File: src/design/cddm_pkg.sv
// Package for the channel deframer / demultiplexer.
// Holds sizes, input and result codes, the queued command type and id helpers.
// No dependencies.
package cddm_pkg;

  // Number of client channels, ids 1..MAX_CHANNELS
  localparam int MAX_CHANNELS = 16;
  // Slot index width (id minus one) and free-count width
  localparam int IDW = (MAX_CHANNELS > 1) ? $clog2(MAX_CHANNELS) : 1;
  localparam int CW  = $clog2(MAX_CHANNELS + 1);
  // Depth of the command queue between front and back
  localparam int QUEUE_DEPTH = 4;
  localparam int QPW = $clog2(QUEUE_DEPTH);
  localparam int QCW = $clog2(QUEUE_DEPTH + 1);

  // Input item kinds
  typedef enum logic [2:0] {
    KIND_BYTE  = 3'd0,
    KIND_OPEN  = 3'd1,
    KIND_CLOSE = 3'd2,
    KIND_UP    = 3'd3,
    KIND_DOWN  = 3'd4
  } kind_e;

  // Result kinds
  typedef enum logic [1:0] {
    RES_PAYLOAD  = 2'd0,
    RES_ACCEPT   = 2'd1,
    RES_REFUSE   = 2'd2,
    RES_SHUTDOWN = 2'd3
  } res_kind_e;

  // Commands passed from front to back
  typedef enum logic [2:0] {
    OP_BYTE,
    OP_OPEN,
    OP_CLOSE,
    OP_UP,
    OP_DOWN
  } op_e;

  typedef struct packed {
    op_e         op;
    logic [15:0] arg;   // stream byte (low bits) or channel id to close
  } cmd_t;

  // Queue status seen by the front
  typedef struct packed {
    logic full;
    logic empty;
  } q_status_t;

  // Channel id for a slot index
  function automatic logic [15:0] id_of(input logic [IDW-1:0] slot);
    id_of = 16'(slot) + 16'd1;
  endfunction

  // Slot index for a channel id (valid only when the id is in range)
  function automatic logic [IDW-1:0] slot_of(input logic [15:0] id);
    logic [15:0] tmp;
    tmp = id - 16'd1;
    slot_of = tmp[IDW-1:0];
  endfunction

  // True for ids 1..MAX_CHANNELS
  function automatic logic id_in_range(input logic [15:0] id);
    id_in_range = (id != 16'd0) && (id <= 16'(MAX_CHANNELS));
  endfunction

endpackage

File: src/design/cddm_front.sv
// Front part: accepts input items and classifies them into commands.
// Depends on cddm_pkg. Feeds cddm_queue.
module cddm_front (
  input  logic                 in_valid_i,
  output logic                 in_stall_o,
  input  logic [2:0]           kind_i,
  input  logic [7:0]           data_byte_i,
  input  logic [15:0]          close_channel_i,
  input  cddm_pkg::q_status_t  q_status_i,
  output logic                 push_o,
  output cddm_pkg::cmd_t       cmd_o
);
  import cddm_pkg::*;

  logic known;

  // Stall only when the queue has no room
  assign in_stall_o = q_status_i.full;

  // Decode kind; unused kinds are accepted and dropped
  always_comb begin
    known      = 1'b1;
    cmd_o.op   = OP_BYTE;
    cmd_o.arg  = 16'd0;
    case (kind_e'(kind_i))
      KIND_BYTE: begin
        cmd_o.op  = OP_BYTE;
        cmd_o.arg = {8'd0, data_byte_i};
      end
      KIND_OPEN:  cmd_o.op = OP_OPEN;
      KIND_CLOSE: begin
        cmd_o.op  = OP_CLOSE;
        cmd_o.arg = close_channel_i;
      end
      KIND_UP:    cmd_o.op = OP_UP;
      KIND_DOWN:  cmd_o.op = OP_DOWN;
      default:    known = 1'b0;
    endcase
  end

  assign push_o = in_valid_i && !q_status_i.full && known;

endmodule

File: src/design/cddm_queue.sv
// Short command queue between front and back.
// Depends on cddm_pkg.
module cddm_queue (
  input  logic                 clk_i,
  input  logic                 rst_ni,
  input  logic                 push_i,
  input  cddm_pkg::cmd_t       cmd_i,
  input  logic                 pop_i,
  output cddm_pkg::cmd_t       head_o,
  output cddm_pkg::q_status_t  status_o
);
  import cddm_pkg::*;

  cmd_t           entry_q [QUEUE_DEPTH];
  logic [QPW-1:0] wr_q, rd_q;
  logic [QCW-1:0] cnt_q;
  logic           do_push, do_pop;

  assign status_o.full  = (cnt_q == QCW'(QUEUE_DEPTH));
  assign status_o.empty = (cnt_q == '0);
  assign do_push = push_i && !status_o.full;
  assign do_pop  = pop_i && !status_o.empty;
  assign head_o  = entry_q[rd_q];

  // Pointers and fill count
  always_ff @(posedge clk_i or negedge rst_ni) begin
    if (!rst_ni) begin
      wr_q  <= '0;
      rd_q  <= '0;
      cnt_q <= '0;
    end else begin
      if (do_push) wr_q <= (wr_q == QPW'(QUEUE_DEPTH - 1)) ? '0 : wr_q + 1'b1;
      if (do_pop)  rd_q <= (rd_q == QPW'(QUEUE_DEPTH - 1)) ? '0 : rd_q + 1'b1;
      case ({do_push, do_pop})
        2'b10:   cnt_q <= cnt_q + 1'b1;
        2'b01:   cnt_q <= cnt_q - 1'b1;
        default: cnt_q <= cnt_q;
      endcase
    end
  end

  // Entry storage
  always_ff @(posedge clk_i) begin
    if (do_push) entry_q[wr_q] <= cmd_i;
  end

endmodule

File: src/design/cddm_back.sv
// Back part: executes commands against the channel state, runs the packet
// parser and the shutdown sweep, and holds the output register. Uses cddm_pkg.
module cddm_back (
  input  logic                 clk_i,
  input  logic                 rst_ni,
  input  cddm_pkg::cmd_t       cmd_i,
  input  cddm_pkg::q_status_t  q_status_i,
  output logic                 pop_o,
  output logic                 out_valid_o,
  input  logic                 out_stall_i,
  output logic [1:0]           result_kind_o,
  output logic [15:0]          channel_o,
  output logic [7:0]           payload_o,
  output logic                 packet_end_o,
  output logic                 last_o
);
  import cddm_pkg::*;

  typedef enum logic [1:0] {
    HDR_LEN,
    HDR_CH_LO,
    HDR_CH_HI,
    HDR_BODY
  } hdr_e;

  // Channel state
  logic                    up_q, up_d;
  logic [IDW-1:0]          head_q, head_d;
  logic [CW-1:0]           count_q, count_d;
  logic [MAX_CHANNELS-1:0] open_q, open_d;
  logic [MAX_CHANNELS-1:0] ovr_q, ovr_d;   // slot rewritten since last refill
  logic [IDW-1:0]          mem_q [MAX_CHANNELS];
  // Parser state
  hdr_e                    hpos_q, hpos_d;
  logic [7:0]              len_q, len_d;
  logic [15:0]             pch_q, pch_d;
  logic [7:0]              left_q, left_d;
  // Output register
  logic                    ovalid_q;
  res_kind_e               rk_q, rk_d;
  logic [15:0]             ch_q, ch_d;
  logic [7:0]              pay_q, pay_d;
  logic                    pend_q, pend_d;
  logic                    last_q, last_d;

  logic                    load_ok, go, emit;
  logic                    mem_we;
  logic [IDW-1:0]          mem_wa, mem_wd;
  logic [IDW-1:0]          head_slot, ff_slot, tail;
  logic [CW:0]             tail_sum;
  logic [MAX_CHANNELS-1:0] rest;
  logic [7:0]              left_dec;
  logic                    pkt_open, close_ok;

  assign load_ok = !ovalid_q || !out_stall_i;
  assign go      = !q_status_i.empty && load_ok;

  // Slot handed out by the free FIFO: refilled slots hold their own index
  assign head_slot = ovr_q[head_q] ? mem_q[head_q] : head_q;

  // Tail of the free FIFO
  always_comb begin
    tail_sum = (CW+1)'(head_q) + (CW+1)'(count_q);
    if (tail_sum >= (CW+1)'(MAX_CHANNELS)) tail_sum = tail_sum - (CW+1)'(MAX_CHANNELS);
    tail = tail_sum[IDW-1:0];
  end

  // Lowest open channel for the shutdown sweep
  always_comb begin
    ff_slot = '0;
    for (int i = MAX_CHANNELS - 1; i >= 0; i--) begin
      if (open_q[i]) ff_slot = IDW'(i);
    end
    rest = open_q;
    rest[ff_slot] = 1'b0;
  end

  assign left_dec = left_q - 8'd1;
  assign pkt_open = id_in_range(pch_q) && open_q[slot_of(pch_q)];
  assign close_ok = up_q && id_in_range(cmd_i.arg) && open_q[slot_of(cmd_i.arg)] &&
                    (count_q < CW'(MAX_CHANNELS));

  // Command execution
  always_comb begin
    up_d    = up_q;
    head_d  = head_q;
    count_d = count_q;
    open_d  = open_q;
    ovr_d   = ovr_q;
    hpos_d  = hpos_q;
    len_d   = len_q;
    pch_d   = pch_q;
    left_d  = left_q;
    emit    = 1'b0;
    rk_d    = RES_PAYLOAD;
    ch_d    = 16'd0;
    pay_d   = 8'd0;
    pend_d  = 1'b0;
    last_d  = 1'b1;
    pop_o   = 1'b0;
    mem_we  = 1'b0;
    mem_wa  = tail;
    mem_wd  = slot_of(cmd_i.arg);
    if (go) begin
      case (cmd_i.op)
        OP_BYTE: begin
          pop_o = 1'b1;
          if (up_q) begin
            case (hpos_q)
              HDR_LEN: begin
                len_d  = cmd_i.arg[7:0];
                hpos_d = HDR_CH_LO;
              end
              HDR_CH_LO: begin
                pch_d  = {8'd0, cmd_i.arg[7:0]};
                hpos_d = HDR_CH_HI;
              end
              HDR_CH_HI: begin
                pch_d  = {cmd_i.arg[7:0], pch_q[7:0]};
                left_d = len_q;
                hpos_d = (len_q != 8'd0) ? HDR_BODY : HDR_LEN;
              end
              default: begin
                left_d = left_dec;
                if (pkt_open) begin
                  emit   = 1'b1;
                  rk_d   = RES_PAYLOAD;
                  ch_d   = pch_q;
                  pay_d  = cmd_i.arg[7:0];
                  pend_d = (left_dec == 8'd0);
                end
                if (left_dec == 8'd0) hpos_d = HDR_LEN;
              end
            endcase
          end
        end
        OP_OPEN: begin
          pop_o = 1'b1;
          emit  = 1'b1;
          if (count_q != '0) begin
            rk_d    = RES_ACCEPT;
            ch_d    = id_of(head_slot);
            open_d[head_slot] = 1'b1;
            head_d  = (head_q == IDW'(MAX_CHANNELS - 1)) ? '0 : head_q + 1'b1;
            count_d = count_q - 1'b1;
          end else begin
            rk_d = RES_REFUSE;
          end
        end
        OP_CLOSE: begin
          pop_o = 1'b1;
          if (close_ok) begin
            mem_we  = 1'b1;
            ovr_d[tail] = 1'b1;
            count_d = count_q + 1'b1;
            open_d[slot_of(cmd_i.arg)] = 1'b0;
          end
        end
        OP_UP: begin
          pop_o = 1'b1;
          if (!up_q) begin
            up_d    = 1'b1;
            head_d  = '0;
            count_d = CW'(MAX_CHANNELS);
            ovr_d   = '0;
          end
        end
        default: begin
          // Backend down: one shutdown per cycle while the output is not stalled, lowest id first
          if (open_q != '0) begin
            emit   = 1'b1;
            rk_d   = RES_SHUTDOWN;
            ch_d   = id_of(ff_slot);
            last_d = (rest == '0);
            open_d[ff_slot] = 1'b0;
          end
          if (rest == '0) begin
            pop_o   = 1'b1;
            up_d    = 1'b0;
            head_d  = '0;
            count_d = '0;
            hpos_d  = HDR_LEN;
            len_d   = 8'd0;
            pch_d   = 16'd0;
            left_d  = 8'd0;
          end
        end
      endcase
    end
  end

  // Control state and output register
  always_ff @(posedge clk_i or negedge rst_ni) begin
    if (!rst_ni) begin
      up_q     <= 1'b0;
      head_q   <= '0;
      count_q  <= '0;
      open_q   <= '0;
      ovr_q    <= '0;
      hpos_q   <= HDR_LEN;
      len_q    <= 8'd0;
      pch_q    <= 16'd0;
      left_q   <= 8'd0;
      ovalid_q <= 1'b0;
      rk_q     <= RES_PAYLOAD;
      ch_q     <= 16'd0;
      pay_q    <= 8'd0;
      pend_q   <= 1'b0;
      last_q   <= 1'b0;
    end else begin
      up_q    <= up_d;
      head_q  <= head_d;
      count_q <= count_d;
      open_q  <= open_d;
      ovr_q   <= ovr_d;
      hpos_q  <= hpos_d;
      len_q   <= len_d;
      pch_q   <= pch_d;
      left_q  <= left_d;
      if (load_ok) ovalid_q <= emit;
      if (load_ok && emit) begin
        rk_q   <= rk_d;
        ch_q   <= ch_d;
        pay_q  <= pay_d;
        pend_q <= pend_d;
        last_q <= last_d;
      end
    end
  end

  // Free-id store
  always_ff @(posedge clk_i) begin
    if (mem_we) mem_q[mem_wa] <= mem_wd;
  end

  assign out_valid_o   = ovalid_q;
  assign result_kind_o = rk_q;
  assign channel_o     = ch_q;
  assign payload_o     = pay_q;
  assign packet_end_o  = pend_q;
  assign last_o        = last_q;

endmodule

File: src/design/channel_deframer_demux_unit.sv
// Top level of the channel deframer / demultiplexer.
// Depends on cddm_pkg, cddm_front, cddm_queue and cddm_back.
//
// Input channel: in_valid_i / in_stall_o with kind_i, data_byte_i and
// close_channel_i. Kinds: backend byte, client open, client close, backend
// up, backend down; other codes are accepted and dropped.
// Output channel: out_valid_o / out_stall_i with result_kind_o, channel_o,
// payload_o, packet_end_o and last_o; last_o marks the final result of an
// item. An item is taken on an edge where valid is high and stall is low.
// The front writes an accepted item into the command queue; the back part
// then loads its result from the queue head into the output register.
// Throughput: one item per cycle for bytes, opens, closes and backend up,
// while the output is not stalled. Backend down stays at the queue head
// during the shutdown sweep, one result per cycle while not stalled.
// A 4-entry command queue sits between the front and back parts; in_stall_o
// rises only when that queue is full.
// Reset clears the queue, all channel flags, the free-id FIFO count and the
// parser; the backend is down after reset, so opens are refused.
// While out_stall_i is high with a result held, the output register keeps it
// and the back part waits; the queue keeps accepting until it fills.
module channel_deframer_demux_unit (
  input  logic        clk_i,
  input  logic        rst_ni,
  input  logic        in_valid_i,
  output logic        in_stall_o,
  input  logic [2:0]  kind_i,
  input  logic [7:0]  data_byte_i,
  input  logic [15:0] close_channel_i,
  output logic        out_valid_o,
  input  logic        out_stall_i,
  output logic [1:0]  result_kind_o,
  output logic [15:0] channel_o,
  output logic [7:0]  payload_o,
  output logic        packet_end_o,
  output logic        last_o
);
  import cddm_pkg::*;

  q_status_t q_status;
  cmd_t      push_cmd, head_cmd;
  logic      push, pop;

  cddm_front u_front (
    .in_valid_i      (in_valid_i),
    .in_stall_o      (in_stall_o),
    .kind_i          (kind_i),
    .data_byte_i     (data_byte_i),
    .close_channel_i (close_channel_i),
    .q_status_i      (q_status),
    .push_o          (push),
    .cmd_o           (push_cmd)
  );

  cddm_queue u_queue (
    .clk_i    (clk_i),
    .rst_ni   (rst_ni),
    .push_i   (push),
    .cmd_i    (push_cmd),
    .pop_i    (pop),
    .head_o   (head_cmd),
    .status_o (q_status)
  );

  cddm_back u_back (
    .clk_i         (clk_i),
    .rst_ni        (rst_ni),
    .cmd_i         (head_cmd),
    .q_status_i    (q_status),
    .pop_o         (pop),
    .out_valid_o   (out_valid_o),
    .out_stall_i   (out_stall_i),
    .result_kind_o (result_kind_o),
    .channel_o     (channel_o),
    .payload_o     (payload_o),
    .packet_end_o  (packet_end_o),
    .last_o        (last_o)
  );

endmodule

File: config.mk
export PLATFORM = sky130hd
export DESIGN_NAME = channel_deframer_demux_unit
export DESIGN_NICKNAME = d
export VERILOG_FILES = /design/src/design/cddm_pkg.sv /design/src/design/cddm_front.sv /design/src/design/cddm_queue.sv /design/src/design/cddm_back.sv /design/src/design/channel_deframer_demux_unit.sv
export SDC_FILE = /design/constraint.sdc
export NUM_CORES = 1
export LEC_CHECK = 0
export BUFFER_PORTS_ARGS = -buffer_cell sky130_fd_sc_hd__buf_2
export CORE_ASPECT_RATIO = 0.9
export CORE_MARGIN = 2
export CORE_UTILIZATION = 35
export CTS_CLUSTER_DIAMETER = 100
export DETAILED_ROUTE_END_ITERATION = 12
export GPL_ROUTABILITY_DRIVEN = 1
export PLACE_DENSITY = 0.59
export SYNTH_ARGS = -nofsm -noshare
export SYNTH_HDL_FRONTEND = slang
export SYNTH_SLANG_ARGS = --single-unit
File: constraint.sdc
create_clock -name clk_i -period 8 [get_ports clk_i]
set_input_delay 0.4 -clock clk_i [delete_from_list [all_inputs] [get_ports clk_i]]
set_output_delay 0.4 -clock clk_i [all_outputs]
set_load 0.01 [all_outputs]
==> results of run 1 <==
-- critical path, stage by stage, from the launching register on --
cell and delay (ps):
dfrtp_1 800, mux4_2 580, inv_1 610, ha_1 230, clkinv_1 550, mux4_2 570, nor2_1 60, a211oi_1 290
nand3_1 590, nor3_1 730
-- stage by stage --
stage                     utilization, %  cell area (µm²)  cells
after floorplan                        -            12700   1050
after global placement              37.3            13400   1541
after detailed placement            37.3            13400   1541
after CTS                           40.5            14600   1597
after global routing                40.5            14600   1597
final                               40.5            14600   1597
-- cell families (layout without fill, tap and decap cells) --
logic type                 Yosys count  count (layout)  synth area share, %
AOI/OAI and AO/OA                  213             213                 11.8
xor gates and xnor gates            19              19                 1.31
adders and majority gates           36              36                 3.72
buffers and inverters              107             178                 3.64
DFF                                252             252                 55.1
muxes                               99              99                 11.0
and+or+nand+nor                    324             324                 13.4
-- power groups by stage --
stage	sequential (mW)	clock, mW	combinational, mW
after floorplan	1.76	0	1.70
after global placement	1.83	0	2.30
after detailed placement	1.83	0	2.30
after CTS	1.81	1.55	2.31
after global routing	1.83	1.60	2.55
final	1.81	1.52	2.33
-- area by class of cell --
class                   instances  area, µm²  share of cell area [%]
multi-input cells             691       5270                    36.2
inverters                      53        199                    1.37
clock inverters                21        330                    2.27
repair buffers                 70        380                    2.61
clock buffers                  34        786                    5.39
well taps                     476        596                    4.09
flip-flops and latches        252       7010                    48.1
-- layout by cell type, fill, tap and decap left out, drive strengths merged, types with 20 or more instances in the layout --
cell,instances
edfxtp,140
dfrtp,112
nand2,88
buf,69
nor2,65
o21ai,61
inv,54
mux2i,50
nor3,35
clkbuf,34
ha,33
mux4,30
nand3,24
and2,24
a21oi,23
and3,20
-- synthesized netlist by cell type, types with 5 or more instances --
cell,n
xor2_1,7
clkbuf_1,32
o22ai_1,5
mux2_2,18
inv_1,52
and3_1,20
nand2b_1,10
a32oi_1,5
nor4_1,15
nor3_1,31
nand4_1,5
nor2b_1,10
xnor2_1,12
a221oi_1,6
o31ai_1,15
o21ai_0,59
mux4_2,28
o211ai_1,6
buf_6,5
ha_1,33
a31oi_1,5
nand3_1,24
buf_2,13
a21oi_1,22
edfxtp_1,140
dfrtp_1,112
mux2i_1,50
or3_1,6
a21o_1,16
nand2_1,88
nor2_1,65
and2_1,23
a22o_1,15
a211oi_1,6
o2bb2ai_1,7
-- sequential cells by signal (all words and copies together), names as in the netlist, 2 cells and up --
register              flops
u_back.left_q             8
u_back.ovr_q             16
u_queue.wr_q              2
u_back.channel_o         16
u_queue.rd_q              2
u_back.payload_o          8
u_back.len_q              8
u_back.count_q            5
u_back.result_kind_o      2
u_queue.cnt_q             3
u_back.mem_q             64
u_back.pch_q             16
u_queue.entry_q          76
u_back.head_q             4
u_back.open_q            16
u_back.hpos_q             2
-- timing repair --
action / 4_1_cts / 5_1_grt
hold buffers: 1 / 0
gates resized for setup: 0 / 0
endpoints found under the hold margin: 50 / 0
-- layer usage --
metal,share of wire (%),GRT usage [%],vias up
met5,0,0,-
met3,6.8,3.45,49
met1,48,25.9,4375
met4,2.1,4.23,0
met2,43,25.6,269
li1,-,-,4058
-- path summary, 6_finish.rpt --
| path | from | end | slack [ps] | cells after the start |
|---|---|---|---|---|
| worst max-delay path | u_queue.rd_q[1] | u_back.mem_q[7][0] | 2570 | 9 |
| worst min-delay path | out_stall_i | u_back.out_valid_o | 150 | 3 |
| worst max register to register | u_queue.rd_q[1] | u_back.mem_q[7][0] | 2570 | 9 |
| worst min register to register | u_back.packet_end_o | u_back.packet_end_o | 470 | 2 |
| max in group asynchronous | rst_ni | u_back.channel_o[3] | 6200 | 3 |
| min in group asynchronous | rst_ni | u_queue.wr_q[0] | 470 | 2 |
==> flow_summary.json, run 1 <==
{
  "drc": 0,
  "syn_inst": 1050,
  "htreeDepth": 1,
  "dr.first_iter.drc_count": 691,
  "async_reset_ff_share_pct": 44.4,
  "grt_usage_pct": 17.3,
  "p_sw_mw": 2.24,
  "cp_max_fo": 20,
  "whs_ps": 151,
  "worst_setup_path_start_kind": "register",
  "grt_overflow": 0,
  "max-cap-violations": 0,
  "switching_share_pct": 39.6,
  "num_vias": 8751,
  "critical_path_class": "reg2reg",
  "p_int_mw": 3.41,
  "clockBufferDepth": 3,
  "synth_area_leaders": "edfxtp_1, dfrtp_1, mux4_2",
  "core_um2": 36000,
  "synth_seq_cells": 252,
  "drt_wl_total_um": 32200,
  "cts_sinks": 252,
  "yosysUniqueCellTypes": 78,
  "setup_tns_ps": 0,
  "antennaDiodeCount": 0,
  "port-buffer-count": 60,
  "p_per_area_nw_per_um2": 388,
  "hold_path.class": "in2reg",
  "viasPerCell": 5.48,
  "yosys_most_used_dff": "edfxtp_1",
  "yosysWarningCount": 0,
  "setup_viol": 0,
  "irDropWorstVdd_mv": 0.264,
  "yosysTopAreaCellShare_pct": 33.0,
  "die_y_um": 185,
  "clock-root-buffer": "clkbuf_16",
  "synth_edf_count": 140,
  "die_x_um": 205,
  "fmax_ghz": 0.184,
  "syn_nets": 1117,
  "clockPowerShare_pct": 26.8,
  "die_area_um2": 37900,
  "grt_pass1_vias": 8783,
  "firstDrtPassIters": 7,
  "place_congestion": 0.900,
  "postRouteAntennaNets": 0,
  "cts_tree": "built",
  "cts_setup_buffers": 0,
  "p_total_mw": 5.65,
  "finalCriticalPeriod_ps": 5430,
  "rows": 66,
  "nFillCells": 3451,
  "post-place-ws_ps": 2620,
  "syn_area_um2": 12700,
  "initial_core_util_pct": 35.3,
  "grt_pass1_wl_um": 51300,
  "fin_nets": 1165,
  "ys_seq_area_share_pct": 55.1,
  "ios": 61,
  "comb_power_share_pct": 41.2,
  "rsz0062_at_grt": "no",
  "antenna_found_initial": 0,
  "drive_above_1_share_pct": 16.9,
  "post_drt_wl_per_cell_um": 20.1,
  "crit_path_end_kind": "register",
  "fin_crit_sh_pct": 67.9,
  "arrival_ps": 5600,
  "avgSynthCellArea_um2": 12.1,
  "tightest_slew_ps": 1090,
  "pwr-share-seq_pct": 32.0,
  "slew_headroom_pct": 26.6,
  "cts_buffers": 30,
  "timing.final.ws_setup_ps": 2570,
  "place_hpwl_um": 22200,
  "critPathRequiredTime_ps": 8170,
  "clkTransAtPathRegs_ps": 60,
  "hold_viol_final": 0,
  "grt_start_max_net_pins": 63,
  "total_leakage_power_nw": 5.73,
  "synth_top_cell_by_area": "edfxtp_1",
  "areaGrowthSynthToFinish_pct": 14.5,
  "skew_ps": 32.9,
  "clock_latency_ps": 570,
  "maxSlewViolCount": 0,
  "outcome": "finished clean"
}
Power figures use the tool's default switching activity.
==> run 2, diff against run 1 <==
==> constraint.sdc (replaced) <==
create_clock -name clk_i -period 5.2 [get_ports clk_i]
set_input_delay 0.26 -clock clk_i [delete_from_list [all_inputs] [get_ports clk_i]]
set_output_delay 0.26 -clock clk_i [all_outputs]
set_load 0.01 [all_outputs]
==> flow_summary.json, run 2 (same netlist as run 1, synthesis figures left out) <==
{
  "arrival_ps": 5060,
  "nFillCells": 3421,
  "critPathRequiredTime_ps": 5680,
  "grt_overflow": 0,
  "post_drt_wl_per_cell_um": 19.4,
  "grt_usage_pct": 16.8,
  "firstDrtPassIters": 6,
  "core_um2": 36000,
  "die_x_um": 205,
  "slew_headroom_pct": 33.2,
  "max-cap-violations": 0,
  "finalCriticalPeriod_ps": 4580,
  "layout_common_cells": "edfxtp_1, dfrtp_1, nand2_1",
  "fmax_ghz": 0.218,
  "hold_viol_final": 0,
  "viasPerCell": 5.48,
  "initial_core_util_pct": 35.3,
  "worst_setup_path_start_kind": "register",
  "areaGrowthSynthToFinish_pct": 14.9,
  "drt_wl_total_um": 31300,
  "num_vias": 8835,
  "fin_crit_sh_pct": 88.1,
  "rows": 66,
  "skew_ps": 12.9,
  "place_hpwl_um": 21900,
  "largest_reg_flops": 76,
  "p_per_area_nw_per_um2": 583,
  "cts_setup_buffers": 0,
  "outcome": "finished clean",
  "postRouteAntennaNets": 0,
  "irDropWorstVdd_mv": 0.327,
  "critical-path-max-stage-delay_ps": 590,
  "antenna_found_initial": 0,
  "grt_pass1_vias": 8749,
  "antennaDiodeCount": 0,
  "cpMaxStageDelayCell": "o41ai_2",
  "comb_power_share_pct": 42.1,
  "total_leakage_power_nw": 5.78,
  "setup_viol": 0,
  "final_common_cell": "edfxtp_1",
  "grt_start_max_net_pins": 61,
  "hold_path.class": "in2reg",
  "top_regs": "u_queue.entry_q (76), u_back.mem_q (64)",
  "final-seq-area_um2": 7010,
  "clock_latency_ps": 550,
  "post-place-ws_ps": 271,
  "critical_path_class": "reg2reg",
  "tightest_slew_ps": 1000,
  "multi_input_area_um2": 5290,
  "cts_buffers": 28,
  "clockBufferDepth": 3,
  "timing.final.ws_setup_ps": 620,
  "p_int_mw": 5.15,
  "pwr-share-seq_pct": 32.6,
  "clock-root-buffer": "clkbuf_16",
  "cts_tree": "built",
  "regMostFlops": "u_queue.entry_q",
  "place_congestion": 0.963,
  "crit_path_end_kind": "register",
  "p_sw_mw": 3.38,
  "port-buffer-count": 60,
  "clkTransAtPathRegs_ps": 70,
  "drive_above_1_share_pct": 18.0,
  "cts_sinks": 252,
  "ios": 61,
  "fin_nets": 1183,
  "dr.first_iter.drc_count": 821,
  "clockPowerShare_pct": 25.3,
  "die_area_um2": 37900,
  "crit_top_cell": "inv_1",
  "crit_chain": "nor2b_1 > o21ai_0 > a21oi_1 > o41ai_2 > ha_1 > inv_1 > a22o_1 > a2111oi_0 > nand4_1 > o31ai_2 > nand2_1 > inv_1 > ha_1 > inv_1 > fa_1 > xor2_1 > nor2_1 > xor2_1",
  "htreeDepth": 1,
  "cp_max_fo": 8,
  "maxSlewViolCount": 0,
  "die_y_um": 185,
  "switching_share_pct": 39.7,
  "drc": 0,
  "rsz0062_at_grt": "no",
  "setup_tns_ps": 0,
  "grt_pass1_wl_um": 50300
}
-- run 2: changes by cell type in the layout (fill, tap and decap cells not counted), sizes merged --
| cell | delta |
|---|---|
| buf | +20 |
| bufinv | -2 |
| clkbuf | -2 |
| clkinv | +1 |
| inv | -1 |
-- run 2: cell type report --
type,count,area share (%)
clock buffers,32,5.18
repair buffers,90,3.63
multi-input cells,691,36.1
inverters,53,1.36
flip-flops and latches,252,47.9
clock inverters,19,1.72
well taps,476,4.07
-- run 2: worst paths after layout --
path	from	to	slack [ps]	cells after the start
max in group asynchronous	rst_ni	u_back.pch_q[11]	3590	3
hold reg to reg	u_back.payload_o[1]	u_back.payload_o[1]	480	2
setup / recovery	u_back.open_q[15]	u_queue.cnt_q[2]	620	18
hold / removal	out_stall_i	u_back.out_valid_o	40	3
min in group asynchronous	rst_ni	u_queue.wr_q[0]	360	2
setup reg to reg	u_back.open_q[15]	u_queue.cnt_q[2]	620	18
-- run 2: per-stage QoR --
step / cells / power (mW) / cell area [µm²] / util, % / hold slack [ps]
final: 1613 / 8.53 / 14600 / 40.6 / 36.3
after floorplan: 1050 / 5.31 / 12700 / - / -35.6
after global placement: 1561 / 6.35 / 13600 / 37.8 / 421
after CTS: 1613 / 8.55 / 14600 / 40.6 / 11.4
after detailed placement: 1561 / 6.37 / 13600 / 37.8 / 447
after global routing: 1613 / 9.03 / 14600 / 40.6 / 35.4
-- run 2: per-layer routing --
metal / vias to the layer above / routed length, µm / share of wire, % / global-route usage [%]
met3: 48 / 2360 / 7.5 / 3.27
met2: 323 / 13900 / 44 / 26.4
met4: 0 / 539 / 1.7 / 3.68
met5: - / 0 / 0 / 0
met1: 4384 / 14500 / 46 / 24.2
li1: 4080 / - / - / -
-- run 2: critical path, delay by kind of cell (launching register included) --
kind,cells,cell delay [ps]
flip-flops,1,450
AND/OR/NAND/NOR,4,690
adder cells (fa/ha/maj),3,890
buffers and inverters,3,250
AO/OA/AOI/OAI,6,1890
XOR/XNOR,2,290
-- run 2: power groups by stage --
| stage | Sequential (mW) | Combinational [mW] | Clock (mW) |
|---|---|---|---|
| detailed placement | 2.82 | 3.55 | 0 |
| global placement | 2.82 | 3.53 | 0 |
| CTS | 2.78 | 3.57 | 2.19 |
| global route | 2.82 | 3.94 | 2.28 |
| floorplan | 2.70 | 2.61 | 0 |
| finish | 2.78 | 3.60 | 2.15 |
-- run 2: repair_timing --
| action | in CTS | in global routing |
|---|---|---|
| gates resized for setup | 0 | 2 |
| setup endpoints to repair | 0 | 2 |
| hold buffers | 1 | 0 |
| endpoints found under the hold margin | 59 | 0 |
